$ cat src/design/lbbh_pkg.sv
// shared types and constants for the linear byte buffer core
// no dependencies
`default_nettype none

package lbbh_pkg;

	localparam int IDX_W     = 12;
	localparam int BYTE_W    = 8;
	localparam int CMD_W     = 3;
	localparam int REG_IDX_W = 2;
	localparam int EXT_W     = 17;

	localparam int STORE_DEPTH_DEF = 2048;

	localparam logic [IDX_W-1:0] HEADROOM_RST = 12'd0;
	localparam logic [IDX_W-1:0] CAPACITY_RST = 12'd2048;

	localparam logic [REG_IDX_W-1:0] REG_HEADROOM = 2'd0;
	localparam logic [REG_IDX_W-1:0] REG_CAPACITY = 2'd1;

	typedef enum logic [CMD_W-1:0] {
		CMD_APPEND  = 3'd0,
		CMD_POP     = 3'd1,
		CMD_PEEK    = 3'd2,
		CMD_PREPEND = 3'd3,
		CMD_COMPACT = 3'd4,
		CMD_CLEAR   = 3'd5
	} cmd_t;

	// controller to datapath
	typedef struct packed {
		logic accept;
		logic apply;
		logic copy_start;
		logic copy_run;
		logic finish;
	} ctl_t;

	// datapath to controller
	typedef struct packed {
		logic needs_move;
		logic copy_done;
		logic out_free;
	} sts_t;

endpackage

`default_nettype wire

$ cat src/design/lbbh_ctrl.sv
// controller state machine for the linear byte buffer core
// depends on lbbh_pkg
`default_nettype none

module lbbh_ctrl (
	input  wire logic          clk,
	input  wire logic          arst_n,
	input  wire logic          in_valid,
	output logic               in_stall,
	input  wire lbbh_pkg::sts_t sts,
	output lbbh_pkg::ctl_t     ctl
);

	typedef enum logic [1:0] {
		ST_IDLE,
		ST_EXEC,
		ST_COPY,
		ST_FINISH
	} state_t;

	state_t state_q;
	logic   stall_q;

	assign in_stall = stall_q;

	always_comb begin
		ctl            = '0;
		ctl.accept     = (state_q == ST_IDLE) && in_valid;
		ctl.apply      = (state_q == ST_EXEC) && !sts.needs_move && sts.out_free;
		ctl.copy_start = (state_q == ST_EXEC) && sts.needs_move;
		ctl.copy_run   = (state_q == ST_COPY);
		ctl.finish     = (state_q == ST_FINISH) && sts.out_free;
	end

	always_ff @(posedge clk or negedge arst_n) begin
		if (!arst_n) begin
			state_q <= ST_IDLE;
			stall_q <= 1'b0;
		end else begin
			unique case (state_q)
				ST_IDLE: begin
					if (in_valid) begin
						state_q <= ST_EXEC;
						stall_q <= 1'b1;
					end
				end
				ST_EXEC: begin
					if (sts.needs_move) begin
						state_q <= ST_COPY;
					end else if (sts.out_free) begin
						state_q <= ST_IDLE;
						stall_q <= 1'b0;
					end
				end
				ST_COPY: begin
					if (sts.copy_done) begin
						state_q <= ST_FINISH;
					end
				end
				ST_FINISH: begin
					if (sts.out_free) begin
						state_q <= ST_IDLE;
						stall_q <= 1'b0;
					end
				end
				default: begin
					state_q <= ST_IDLE;
					stall_q <= 1'b0;
				end
			endcase
		end
	end

endmodule

`default_nettype wire

$ cat config.mk
export PLATFORM = sky130hd
export DESIGN_NAME = lbbh_ctrl
export DESIGN_NICKNAME = d
export VERILOG_FILES = /design/src/design/lbbh_pkg.sv /design/src/design/lbbh_ctrl.sv
export SDC_FILE = /design/constraint.sdc
export NUM_CORES = 1
export LEC_CHECK = 0
export BUFFER_PORTS_ARGS = -buffer_cell sky130_fd_sc_hd__buf_2
export CAP_MARGIN = 20
export CORE_AREA = 4 4 41 43
export DETAILED_ROUTE_END_ITERATION = 12
export DIE_AREA = 0 0 45 47
export GPL_TIMING_DRIVEN = 0
export PLACE_DENSITY_LB_ADDON = 0.12
export SETUP_SLACK_MARGIN = 0.02
export SYNTH_ARGS = -nofsm -noshare
export SYNTH_HDL_FRONTEND = slang
export SYNTH_SLANG_ARGS = --single-unit
$ cat constraint.sdc
create_clock -name clk -period 1.04 [get_ports clk]
set_input_delay 0.104 -clock clk [delete_from_list [all_inputs] [get_ports clk]]
set_output_delay 0.104 -clock clk [all_outputs]
set_load 0.03 [all_outputs]
==> results of run 1 <==
==> synthesized netlist by cell type <==
| cell | count | area share (%) |
|---|---|---|
| sky130_fd_sc_hd__or2_1 | 1 | 3.7 |
| sky130_fd_sc_hd__a21oi_1 | 2 | 5.9 |
| sky130_fd_sc_hd__a221oi_2 | 1 | 8.9 |
| sky130_fd_sc_hd__o21ai_0 | 1 | 3.0 |
| sky130_fd_sc_hd__nor2b_1 | 3 | 11 |
| sky130_fd_sc_hd__nor2_1 | 1 | 2.2 |
| sky130_fd_sc_hd__a21o_1 | 1 | 4.4 |
| sky130_fd_sc_hd__and3_2 | 1 | 4.4 |
| sky130_fd_sc_hd__nand2_1 | 3 | 6.7 |
| sky130_fd_sc_hd__dfrtp_1 | 3 | 44 |
| sky130_fd_sc_hd__inv_1 | 1 | 2.2 |
| sky130_fd_sc_hd__nor3_1 | 1 | 3.0 |
==> state kept, by name, summed over array words and instances, names as in the netlist <==
register and cells:
in_stall 1, state_q 2
==> where the power goes <==
part	internal [W]	total [W]	leakage [nW]	switching (W)
clock network	0.000144	0.000205	0.0150	0.0000616
logic	0.000289	0.000604	0.123	0.000315
registers	0.000185	0.000286	0.0326	0.000100
total	0.000618	0.00109	0.171	0.000476
==> cells by family after synthesis <==
kind of cell / count (synthesis) / synth area share [%]
AO/OA/AOI/OAI: 5 / 22.2
AND/OR/NAND/NOR: 10 / 31.1
flip-flops: 3 / 44.4
buffers and inverters: 1 / 2.22
==> cell type report <==
class | instances | share of cell area, %
multi-input cells | 15 | 32.4
repair buffers | 15 | 31.7
well taps | 15 | 5.34
clock buffers | 4 | 7.47
flip-flops and latches | 3 | 22.1
inverters | 1 | 1.07
==> what timing repair did <==
| item | 4_1_cts | 5_1_grt |
|---|---|---|
| resized for setup | 13 | 1 |
| setup buffers | 2 | 1 |
| hold endpoints to repair | 3 | 0 |
| pin swaps | 1 | 0 |
| endpoints found under the setup margin | 6 | 7 |
| hold buffers | 1 | 0 |
==> through the flow <==
| stage | instances | utilization [%] | setup WS (ns) | setup TNS [ns] | cell area (um^2) |
|---|---|---|---|---|---|
| after global placement | 45 | 19.6 | -0.0240 | -0.0434 | 255 |
| after CTS | 52 | 26.4 | -0.167 | -0.690 | 344 |
| after detailed placement | 45 | 19.6 | -0.0111 | -0.0115 | 255 |
| after global routing | 53 | 27.0 | -0.230 | -1.01 | 352 |
| final | 53 | 27.0 | -0.173 | -0.651 | 352 |
| after floorplan | 19 | - | -0.0366 | -0.0366 | 181 |
==> worst paths after layout <==
path	cells past startpoint	slack (ns)	end
min	2	0.08	state_q[0]$_DFFE_PN0P_
max reg2reg	3	0.04	state_q[0]$_DFFE_PN0P_
min in group asynchronous	2	0.19	in_stall$_DFFE_PN0P_
max	3	-0.17	ctl[4]
min reg2reg	2	0.51	in_stall$_DFFE_PN0P_
max in group asynchronous	2	0.73	state_q[0]$_DFFE_PN0P_
==> per-layer routing <==
metal	global-route usage (%)	routed length, um
met4	5.26	17
met5	0	0
met3	5.75	83
met2	9.32	222
met1	6.36	220
==> impl_results.html, run 1 <==
<table>
<tr><th>Metric</th><th>Value</th></tr>
<tr><th colspan="2">Yosys</th></tr>
<tr><td>Post-Syn Area</td><td>169 um^2</td></tr>
<tr><td>Number of distinct library cells after synthesis</td><td>12</td></tr>
<tr><td>Synthesized area per cell</td><td>about 8.9 um^2</td></tr>
<tr><td>Share of synthesized area occupied by flip-flops and latches</td><td>~44%</td></tr>
<tr><td>Post-synthesis net count</td><td>25</td></tr>
<tr><td>Count of yosys warnings during synthesis</td><td>0</td></tr>
<tr><td>Number of synthesized register bits</td><td>3</td></tr>
<tr><td>Synthesized netlist cell count</td><td>19</td></tr>
<tr><th colspan="2">Routing</th></tr>
<tr><td>Number of DRC markers in iteration 0</td><td>0</td></tr>
<tr><td>Routed vias/inst</td><td>between 4 and 5</td></tr>
<tr><td>Count of antenna-violating nets left after detailed routing</td><td>0</td></tr>
<tr><td>Number of vias in the routed layout</td><td>around 210</td></tr>
<tr><td>DRT Pass-1 Iters</td><td>1</td></tr>
<tr><td>Total wirelength of the detailed-routed design</td><td>543 um</td></tr>
<tr><td>DRC violations left</td><td>0</td></tr>
<tr><td>Post-detailed-route wirelength per cell</td><td>10.2 um</td></tr>
<tr><th colspan="2">Clock tree</th></tr>
<tr><td>Latest clock arrival within the worst-skew pair</td><td>roughly 0.23 ns</td></tr>
<tr><td>Sink Count</td><td>3</td></tr>
<tr><td>TritonCTS clock tree</td><td>built</td></tr>
<tr><td>Clock slew at the register clock pins of the worst setup and hold paths</td><td>0.03 ns</td></tr>
<tr><td>Number of buffers created by CTS</td><td>3</td></tr>
<tr><td>Clock tree root buffer cell</td><td>sky130_fd_sc_hd__clkbuf_4</td></tr>
<tr><td>H-tree level count</td><td>1</td></tr>
<tr><td>Max clock buf depth</td><td>2</td></tr>
<tr><th colspan="2">STA</th></tr>
<tr><td>Final setup skew</td><td>roughly 0.0027 ns</td></tr>
<tr><td>Period Utilization, post-route</td><td>117%</td></tr>
<tr><td>Final hold violation count</td><td>0</td></tr>
<tr><td>Max-slew violations</td><td>0</td></tr>
<tr><td>Final setup violation count</td><td>5</td></tr>
<tr><td>Unrepaired setup endpoints after global routing</td><td>true</td></tr>
<tr><td>Clock period minus worst slack</td><td>about 1.2 ns</td></tr>
<tr><td>Slew headroom</td><td>87.9%</td></tr>
<tr><td>Worst setup slack after layout</td><td>-0.173 ns</td></tr>
<tr><td>Max frequency</td><td>~800 MHz</td></tr>
<tr><td>Minimum hold slack</td><td>0.0842 ns</td></tr>
<tr><td>Worst-margin pin slew</td><td>0.181 ns</td></tr>
<tr><th colspan="2">Layout</th></tr>
<tr><td>Most common cell after layout, fill and taps aside</td><td>sky130_fd_sc_hd__buf_2</td></tr>
<tr><td>Diode insertion count for antenna repair</td><td>0</td></tr>
<tr><td>Area used by sequential logic in the layout</td><td>77.6 um^2</td></tr>
<tr><td>Most frequent cells in the layout</td><td>sky130_fd_sc_hd__buf_2, sky130_fd_sc_hd__buf_4, sky130_fd_sc_hd__nand2_1, sky130_fd_sc_hd__clkbuf_4, sky130_fd_sc_hd__buf_6</td></tr>
<tr><td>Fill cell total of the finished layout</td><td>about 150</td></tr>
<tr><td>Layout Nets</td><td>45</td></tr>
<tr><td>Share of post-route cells with drive strength above 1</td><td>between 70 and 80%</td></tr>
<tr><td>Layout area overhead</td><td>108%</td></tr>
<tr><td>Total area of multi-input combinational cells</td><td>around 110 um^2</td></tr>
<tr><th colspan="2">Floorplan</th></tr>
<tr><td>Rows</td><td>13</td></tr>
<tr><td>Starting Density</td><td>between 10 and 15%</td></tr>
<tr><td>Height of the die</td><td>~47 um</td></tr>
<tr><td>Core area</td><td>~1300 um^2</td></tr>
<tr><td>Count of boundary I/O pins</td><td>12</td></tr>
<tr><td>Die X-Extent</td><td>45 um</td></tr>
<tr><td>Die outline area</td><td>about 2100 um^2</td></tr>
<tr><th colspan="2">GRT</th></tr>
<tr><td>Remaining global-route overflow</td><td>0</td></tr>
<tr><td>Pin count of the biggest net entering global routing</td><td>9</td></tr>
<tr><td>Number of global-route vias before repair</td><td>between 200 and 250</td></tr>
<tr><td>Overall track demand over capacity in global routing</td><td>approximately 6.7%</td></tr>
<tr><td>Antenna violations before repair</td><td>0</td></tr>
<tr><td>First-pass GRT wire length</td><td>917 um</td></tr>
<tr><th colspan="2">Critical path</th></tr>
<tr><td>Crit path arrival time</td><td>between 1 and 1.5 ns</td></tr>
<tr><td>Startpoint of the most critical setup path</td><td>state_q[0]$_DFFE_PN0P_</td></tr>
<tr><td>Stage delay of the slowest cell on the critical path</td><td>~0.44 ns</td></tr>
<tr><td>CP top delay family</td><td>flip-flops</td></tr>
<tr><td>Buffering stage count on the worst path with inverters included</td><td>1</td></tr>
<tr><td>Req. time, crit path</td><td>around 0.94 ns</td></tr>
<tr><td>CP max stage cell</td><td>sky130_fd_sc_hd__dfrtp_2</td></tr>
<tr><td>CP max FO</td><td>7</td></tr>
<tr><td>Beginning of the worst register-to-register path</td><td>state_q[0]$_DFFE_PN0P_</td></tr>
<tr><td>Category of the worst setup path launch point</td><td>flop</td></tr>
<tr><td>Type of destination of the critical path</td><td>output port</td></tr>
<tr><td>Worst path cell trace</td><td>nor2b_2 -&gt; nor2b_4 -&gt; buf_6</td></tr>
<tr><td>Category of the critical setup timing path</td><td>reg -&gt; out</td></tr>
<tr><th colspan="2">Pwr</th></tr>
<tr><td>Power consumption</td><td>roughly 0.0011 W</td></tr>
<tr><td>Power density over cell area</td><td>between 3000 and 4000 nW/um^2</td></tr>
<tr><td>Static Leakage</td><td>~0.17 nW</td></tr>
<tr><td>Worst VDD drop</td><td>about 0.001 V</td></tr>
<tr><th colspan="2">Min path</th></tr>
<tr><td>Hold Startpoint</td><td>sts[0]</td></tr>
<tr><td>Worst hold-check path type</td><td>in -&gt; reg</td></tr>
<tr><th colspan="2">Place</th></tr>
<tr><td>GP Congestion</td><td>approximately 0.67</td></tr>
<tr><td>Dpl hpwl</td><td>388 um</td></tr>
<tr><td>I/O Buffers</td><td>11</td></tr>
<tr><th colspan="2">Run</th></tr>
<tr><td>Max capacitance violation total</td><td>0</td></tr>
<tr><th colspan="2">Run status</th></tr>
<tr><td>Failing checks</td><td>setup timing</td></tr>
<tr><td>Status</td><td>complete, but fails checks</td></tr>
</table>
(Power assumes the default switching activity.)
==> run 2, diff against run 1 <==
MAX_ROUTING_LAYER = met4   (was default)
SETUP_SLACK_MARGIN = default   (was 0.02)
==> run 2 against run 1 <==
  * The run still ends with setup timing left
  * First-iteration DRC count unchanged
  * Largest cell class unchanged
  * Critical endpoint unchanged
  * Highest routed layer unchanged
  * Clock power hardly changed
  * Cell count did not move
  * Critical path type unchanged
  * Worst setup slack hardly changed
==> impl_results.html, run 2 (synthesis results as in run 1) <==
<table>
<tr><th>Metric</th><th>Value</th></tr>
<tr><th colspan="2">Run status</th></tr>
<tr><td>Status</td><td>complete, but fails checks (unchanged)</td></tr>
<tr><td>Failing checks</td><td>setup timing (unchanged)</td></tr>
<tr><th colspan="2">Clock tree</th></tr>
<tr><td>Sink Count</td><td>3 (unchanged)</td></tr>
<tr><td>Max clock buf depth</td><td>2 (unchanged)</td></tr>
<tr><td>H-tree level count</td><td>1 (unchanged)</td></tr>
<tr><td>Clock slew at the register clock pins of the worst setup and hold paths</td><td>0.03 ns (about the same)</td></tr>
<tr><td>Clock tree root buffer cell</td><td>sky130_fd_sc_hd__clkbuf_4 (unchanged)</td></tr>
<tr><td>Latest clock arrival within the worst-skew pair</td><td>0.23 ns (about the same)</td></tr>
<tr><td>TritonCTS clock tree</td><td>built (unchanged)</td></tr>
<tr><td>Number of buffers created by CTS</td><td>3 (unchanged)</td></tr>
<tr><th colspan="2">STA</th></tr>
<tr><td>Worst setup slack after layout</td><td>-0.173 ns (about the same)</td></tr>
<tr><td>Clock period minus worst slack</td><td>1.21 ns (about the same)</td></tr>
<tr><td>Max-slew violations</td><td>0 (unchanged)</td></tr>
<tr><td>Unrepaired setup endpoints after global routing</td><td>true (unchanged)</td></tr>
<tr><td>Final setup skew</td><td>0.00282 ns (was 0.00270 ns)</td></tr>
<tr><td>Slew headroom</td><td>87.9% (about the same)</td></tr>
<tr><td>Total negative slack for setup checks</td><td>-0.652 ns (was -0.651 ns)</td></tr>
<tr><td>Max frequency</td><td>824 MHz (about the same)</td></tr>
<tr><td>Worst-margin pin slew</td><td>0.182 ns (was 0.181 ns)</td></tr>
<tr><td>Final hold violation count</td><td>0 (unchanged)</td></tr>
<tr><td>Period Utilization, post-route</td><td>117% (about the same)</td></tr>
<tr><td>Final setup violation count</td><td>5 (unchanged)</td></tr>
<tr><th colspan="2">Layout</th></tr>
<tr><td>Diode insertion count for antenna repair</td><td>0 (unchanged)</td></tr>
<tr><td>Most frequent cells in the layout</td><td>sky130_fd_sc_hd__buf_2, sky130_fd_sc_hd__buf_4, sky130_fd_sc_hd__nand2_1, sky130_fd_sc_hd__clkbuf_4, sky130_fd_sc_hd__buf_6 (unchanged)</td></tr>
<tr><td>Count of placed standard cells in the final layout, fillers left out</td><td>53 (unchanged)</td></tr>
<tr><td>Flip-flop count of the largest register, all copies and words added</td><td>2 (unchanged)</td></tr>
<tr><td>Fill cell total of the finished layout</td><td>154 (unchanged)</td></tr>
<tr><td>Share of post-route cells with drive strength above 1</td><td>71.1% (unchanged)</td></tr>
<tr><td>Register ranked first by flip-flop count</td><td>state_q (unchanged)</td></tr>
<tr><td>Layout Nets</td><td>45 (unchanged)</td></tr>
<tr><td>Layout area overhead</td><td>108% (unchanged)</td></tr>
<tr><td>Most common cell after layout, fill and taps aside</td><td>sky130_fd_sc_hd__buf_2 (unchanged)</td></tr>
<tr><th colspan="2">Min path</th></tr>
<tr><td>Hold path depth</td><td>2 (unchanged)</td></tr>
<tr><td>Worst hold-check path type</td><td>in -&gt; reg (unchanged)</td></tr>
<tr><td>Hold path endpoint</td><td>state_q[0]$_DFFE_PN0P_ (unchanged)</td></tr>
<tr><td>Hold Startpoint</td><td>sts[0] (unchanged)</td></tr>
<tr><th colspan="2">GRT</th></tr>
<tr><td>First-pass GRT wire length</td><td>931 um (was 917 um)</td></tr>
<tr><td>Number of global-route vias before repair</td><td>233 (was 232)</td></tr>
<tr><td>Antenna violations before repair</td><td>0 (unchanged)</td></tr>
<tr><td>Remaining global-route overflow</td><td>0 (unchanged)</td></tr>
<tr><td>Pin count of the biggest net entering global routing</td><td>9 (unchanged)</td></tr>
<tr><td>Overall track demand over capacity in global routing</td><td>7.01% (was 6.71%)</td></tr>
<tr><th colspan="2">Place</th></tr>
<tr><td>Number of placed cells counting well taps</td><td>45 (unchanged)</td></tr>
<tr><td>Dpl hpwl</td><td>388 um (unchanged)</td></tr>
<tr><td>I/O Buffers</td><td>11 (unchanged)</td></tr>
<tr><td>GP Congestion</td><td>0.677 (was 0.671)</td></tr>
<tr><th colspan="2">Critical path</th></tr>
<tr><td>Flop2flop setup slack</td><td>0.04 ns (about the same)</td></tr>
<tr><td>Worst r2r path cells</td><td>3 (unchanged)</td></tr>
<tr><td>Worst path cell trace</td><td>nor2b_2 -&gt; nor2b_4 -&gt; buf_6 (unchanged)</td></tr>
<tr><td>Stage delay of the slowest cell on the critical path</td><td>0.44 ns (about the same)</td></tr>
<tr><td>CP top delay family</td><td>flip-flops (unchanged)</td></tr>
<tr><td>CP max stage cell</td><td>sky130_fd_sc_hd__dfrtp_2 (unchanged)</td></tr>
<tr><td>Crit path arrival time</td><td>1.11 ns (about the same)</td></tr>
<tr><td>Reg2Reg Capture Point</td><td>state_q[0]$_DFFE_PN0P_ (unchanged)</td></tr>
<tr><td>Req. time, crit path</td><td>0.94 ns (about the same)</td></tr>
<tr><td>Category of the critical setup timing path</td><td>reg -&gt; out (unchanged)</td></tr>
<tr><td>Type of destination of the critical path</td><td>output port (unchanged)</td></tr>
<tr><td>CP max FO</td><td>7 (unchanged)</td></tr>
<tr><td>Beginning of the worst register-to-register path</td><td>state_q[0]$_DFFE_PN0P_ (unchanged)</td></tr>
<tr><td>Buffering stage count on the worst path with inverters included</td><td>1 (unchanged)</td></tr>
<tr><td>Category of the worst setup path launch point</td><td>flop (unchanged)</td></tr>
<tr><th colspan="2">Routing</th></tr>
<tr><td>Post-detailed-route wirelength per cell</td><td>10.3 um (was 10.2 um)</td></tr>
<tr><td>DRT Pass-1 Iters</td><td>1 (unchanged)</td></tr>
<tr><td>Routed vias/inst</td><td>4.04 (was 4.02)</td></tr>
<tr><td>Total wirelength of the detailed-routed design</td><td>545 um (was 543 um)</td></tr>
<tr><td>Count of antenna-violating nets left after detailed routing</td><td>0 (unchanged)</td></tr>
<tr><td>Number of vias in the routed layout</td><td>214 (was 213)</td></tr>
<tr><td>Number of DRC markers in iteration 0</td><td>0 (unchanged)</td></tr>
<tr><td>DRC violations left</td><td>0 (unchanged)</td></tr>
<tr><th colspan="2">Pwr</th></tr>
<tr><td>Clock share of power</td><td>18.8% (about the same)</td></tr>
<tr><td>Power density over cell area</td><td>3100 nW/um^2 (was 3110 nW/um^2)</td></tr>
<tr><td>Register share of total power</td><td>26.1% (about the same)</td></tr>
<tr><td>Switching power total</td><td>0.000475 W (was 0.000476 W)</td></tr>
<tr><td>Switching power share of the total</td><td>43.5% (about the same)</td></tr>
<tr><td>Logic gate share of total power</td><td>55.0% (was 55.1%)</td></tr>
<tr><td>Static Leakage</td><td>0.171 nW (about the same)</td></tr>
<tr><td>Internal</td><td>0.000616 W (was 0.000618 W)</td></tr>
<tr><td>Worst VDD drop</td><td>0.00101 V (about the same)</td></tr>
<tr><th colspan="2">Run</th></tr>
<tr><td>Max capacitance violation total</td><td>0 (unchanged)</td></tr>
<tr><th colspan="2">Floorplan</th></tr>
<tr><td>Die X-Extent</td><td>45 um (unchanged)</td></tr>
<tr><td>Height of the die</td><td>47 um (unchanged)</td></tr>
<tr><td>Starting Density</td><td>13.0% (unchanged)</td></tr>
<tr><td>Count of boundary I/O pins</td><td>12 (unchanged)</td></tr>
<tr><td>Rows</td><td>13 (unchanged)</td></tr>
<tr><td>Die outline area</td><td>2120 um^2 (unchanged)</td></tr>
<tr><td>Core area</td><td>1300 um^2 (unchanged)</td></tr>
</table>
==> run 2: cell type report <==
type	instances	area [um^2]	share of cell area, %
repair buffers	15	111	31.7
well taps	15	18.8	5.34
multi-input cells	15	114	32.4
flip-flops and latches	3	77.6	22.1
inverters	1	3.75	1.07
clock buffers	4	26.3	7.47
==> run 2: how the worst max path moves through the flow <==
stage,from,cells past startpoint,slack (ns),end
2_1_floorplan,state_q[1]$_DFFE_PN0P_,2,-0.04,state_q[0]$_DFFE_PN0P_
3_3_place_gp,state_q[0]$_DFFE_PN0P_,3,-0.02,ctl[4]
3_5_place_dp,state_q[0]$_DFFE_PN0P_,3,-0.01,ctl[4]
4_1_cts,state_q[0]$_DFFE_PN0P_,3,-0.17,ctl[4]
5_1_grt,state_q[0]$_DFFE_PN0P_,3,-0.23,ctl[4]
6_report,state_q[0]$_DFFE_PN0P_,3,-0.17,ctl[4]
==> run 2: metrics by stage <==
step	setup WS [ns]	hold WS, ns	total power, W	area, um^2	util (%)
3_5_place_dp	-0.0111	-0.0984	0.000712	255	19.6
6_report	-0.173	0.0843	0.00109	352	27.0
3_3_place_gp	-0.0240	-0.0996	0.000713	255	19.6
2_1_floorplan	-0.0366	-0.192	0.000582	181	-
5_1_grt	-0.230	0.0923	0.00119	352	27.0
4_1_cts	-0.167	0.0750	0.00108	344	26.4
==> run 2: power groups by stage <==
stage | clock network (W) | registers, W | logic, W
2_1_floorplan | 0 | 0.000294 | 0.000288
3_3_place_gp | 0 | 0.000276 | 0.000437
3_5_place_dp | 0 | 0.000277 | 0.000435
4_1_cts | 0.000216 | 0.000287 | 0.000576
5_1_grt | 0.000236 | 0.000301 | 0.000648
6_report | 0.000206 | 0.000285 | 0.000601
==> run 2: per-layer routing <==
| metal | global-route usage [%] | part of all wire [%] |
|---|---|---|
| met5 | - | 0 |
| met4 | 5.26 | 3.1 |
| met1 | 7.05 | 42 |
| met2 | 9.32 | 41 |
| met3 | 4.98 | 13 |
==> run 2: what timing repair did <==
item / 4_1_cts / 5_1_grt
pin swaps: 0 / 1
gates resized for setup: 13 / 0
setup buffers: 2 / 1
hold buffers: 1 / 0
endpoints found under the hold margin: 3 / 0
endpoints found under the setup margin: 6 / 6
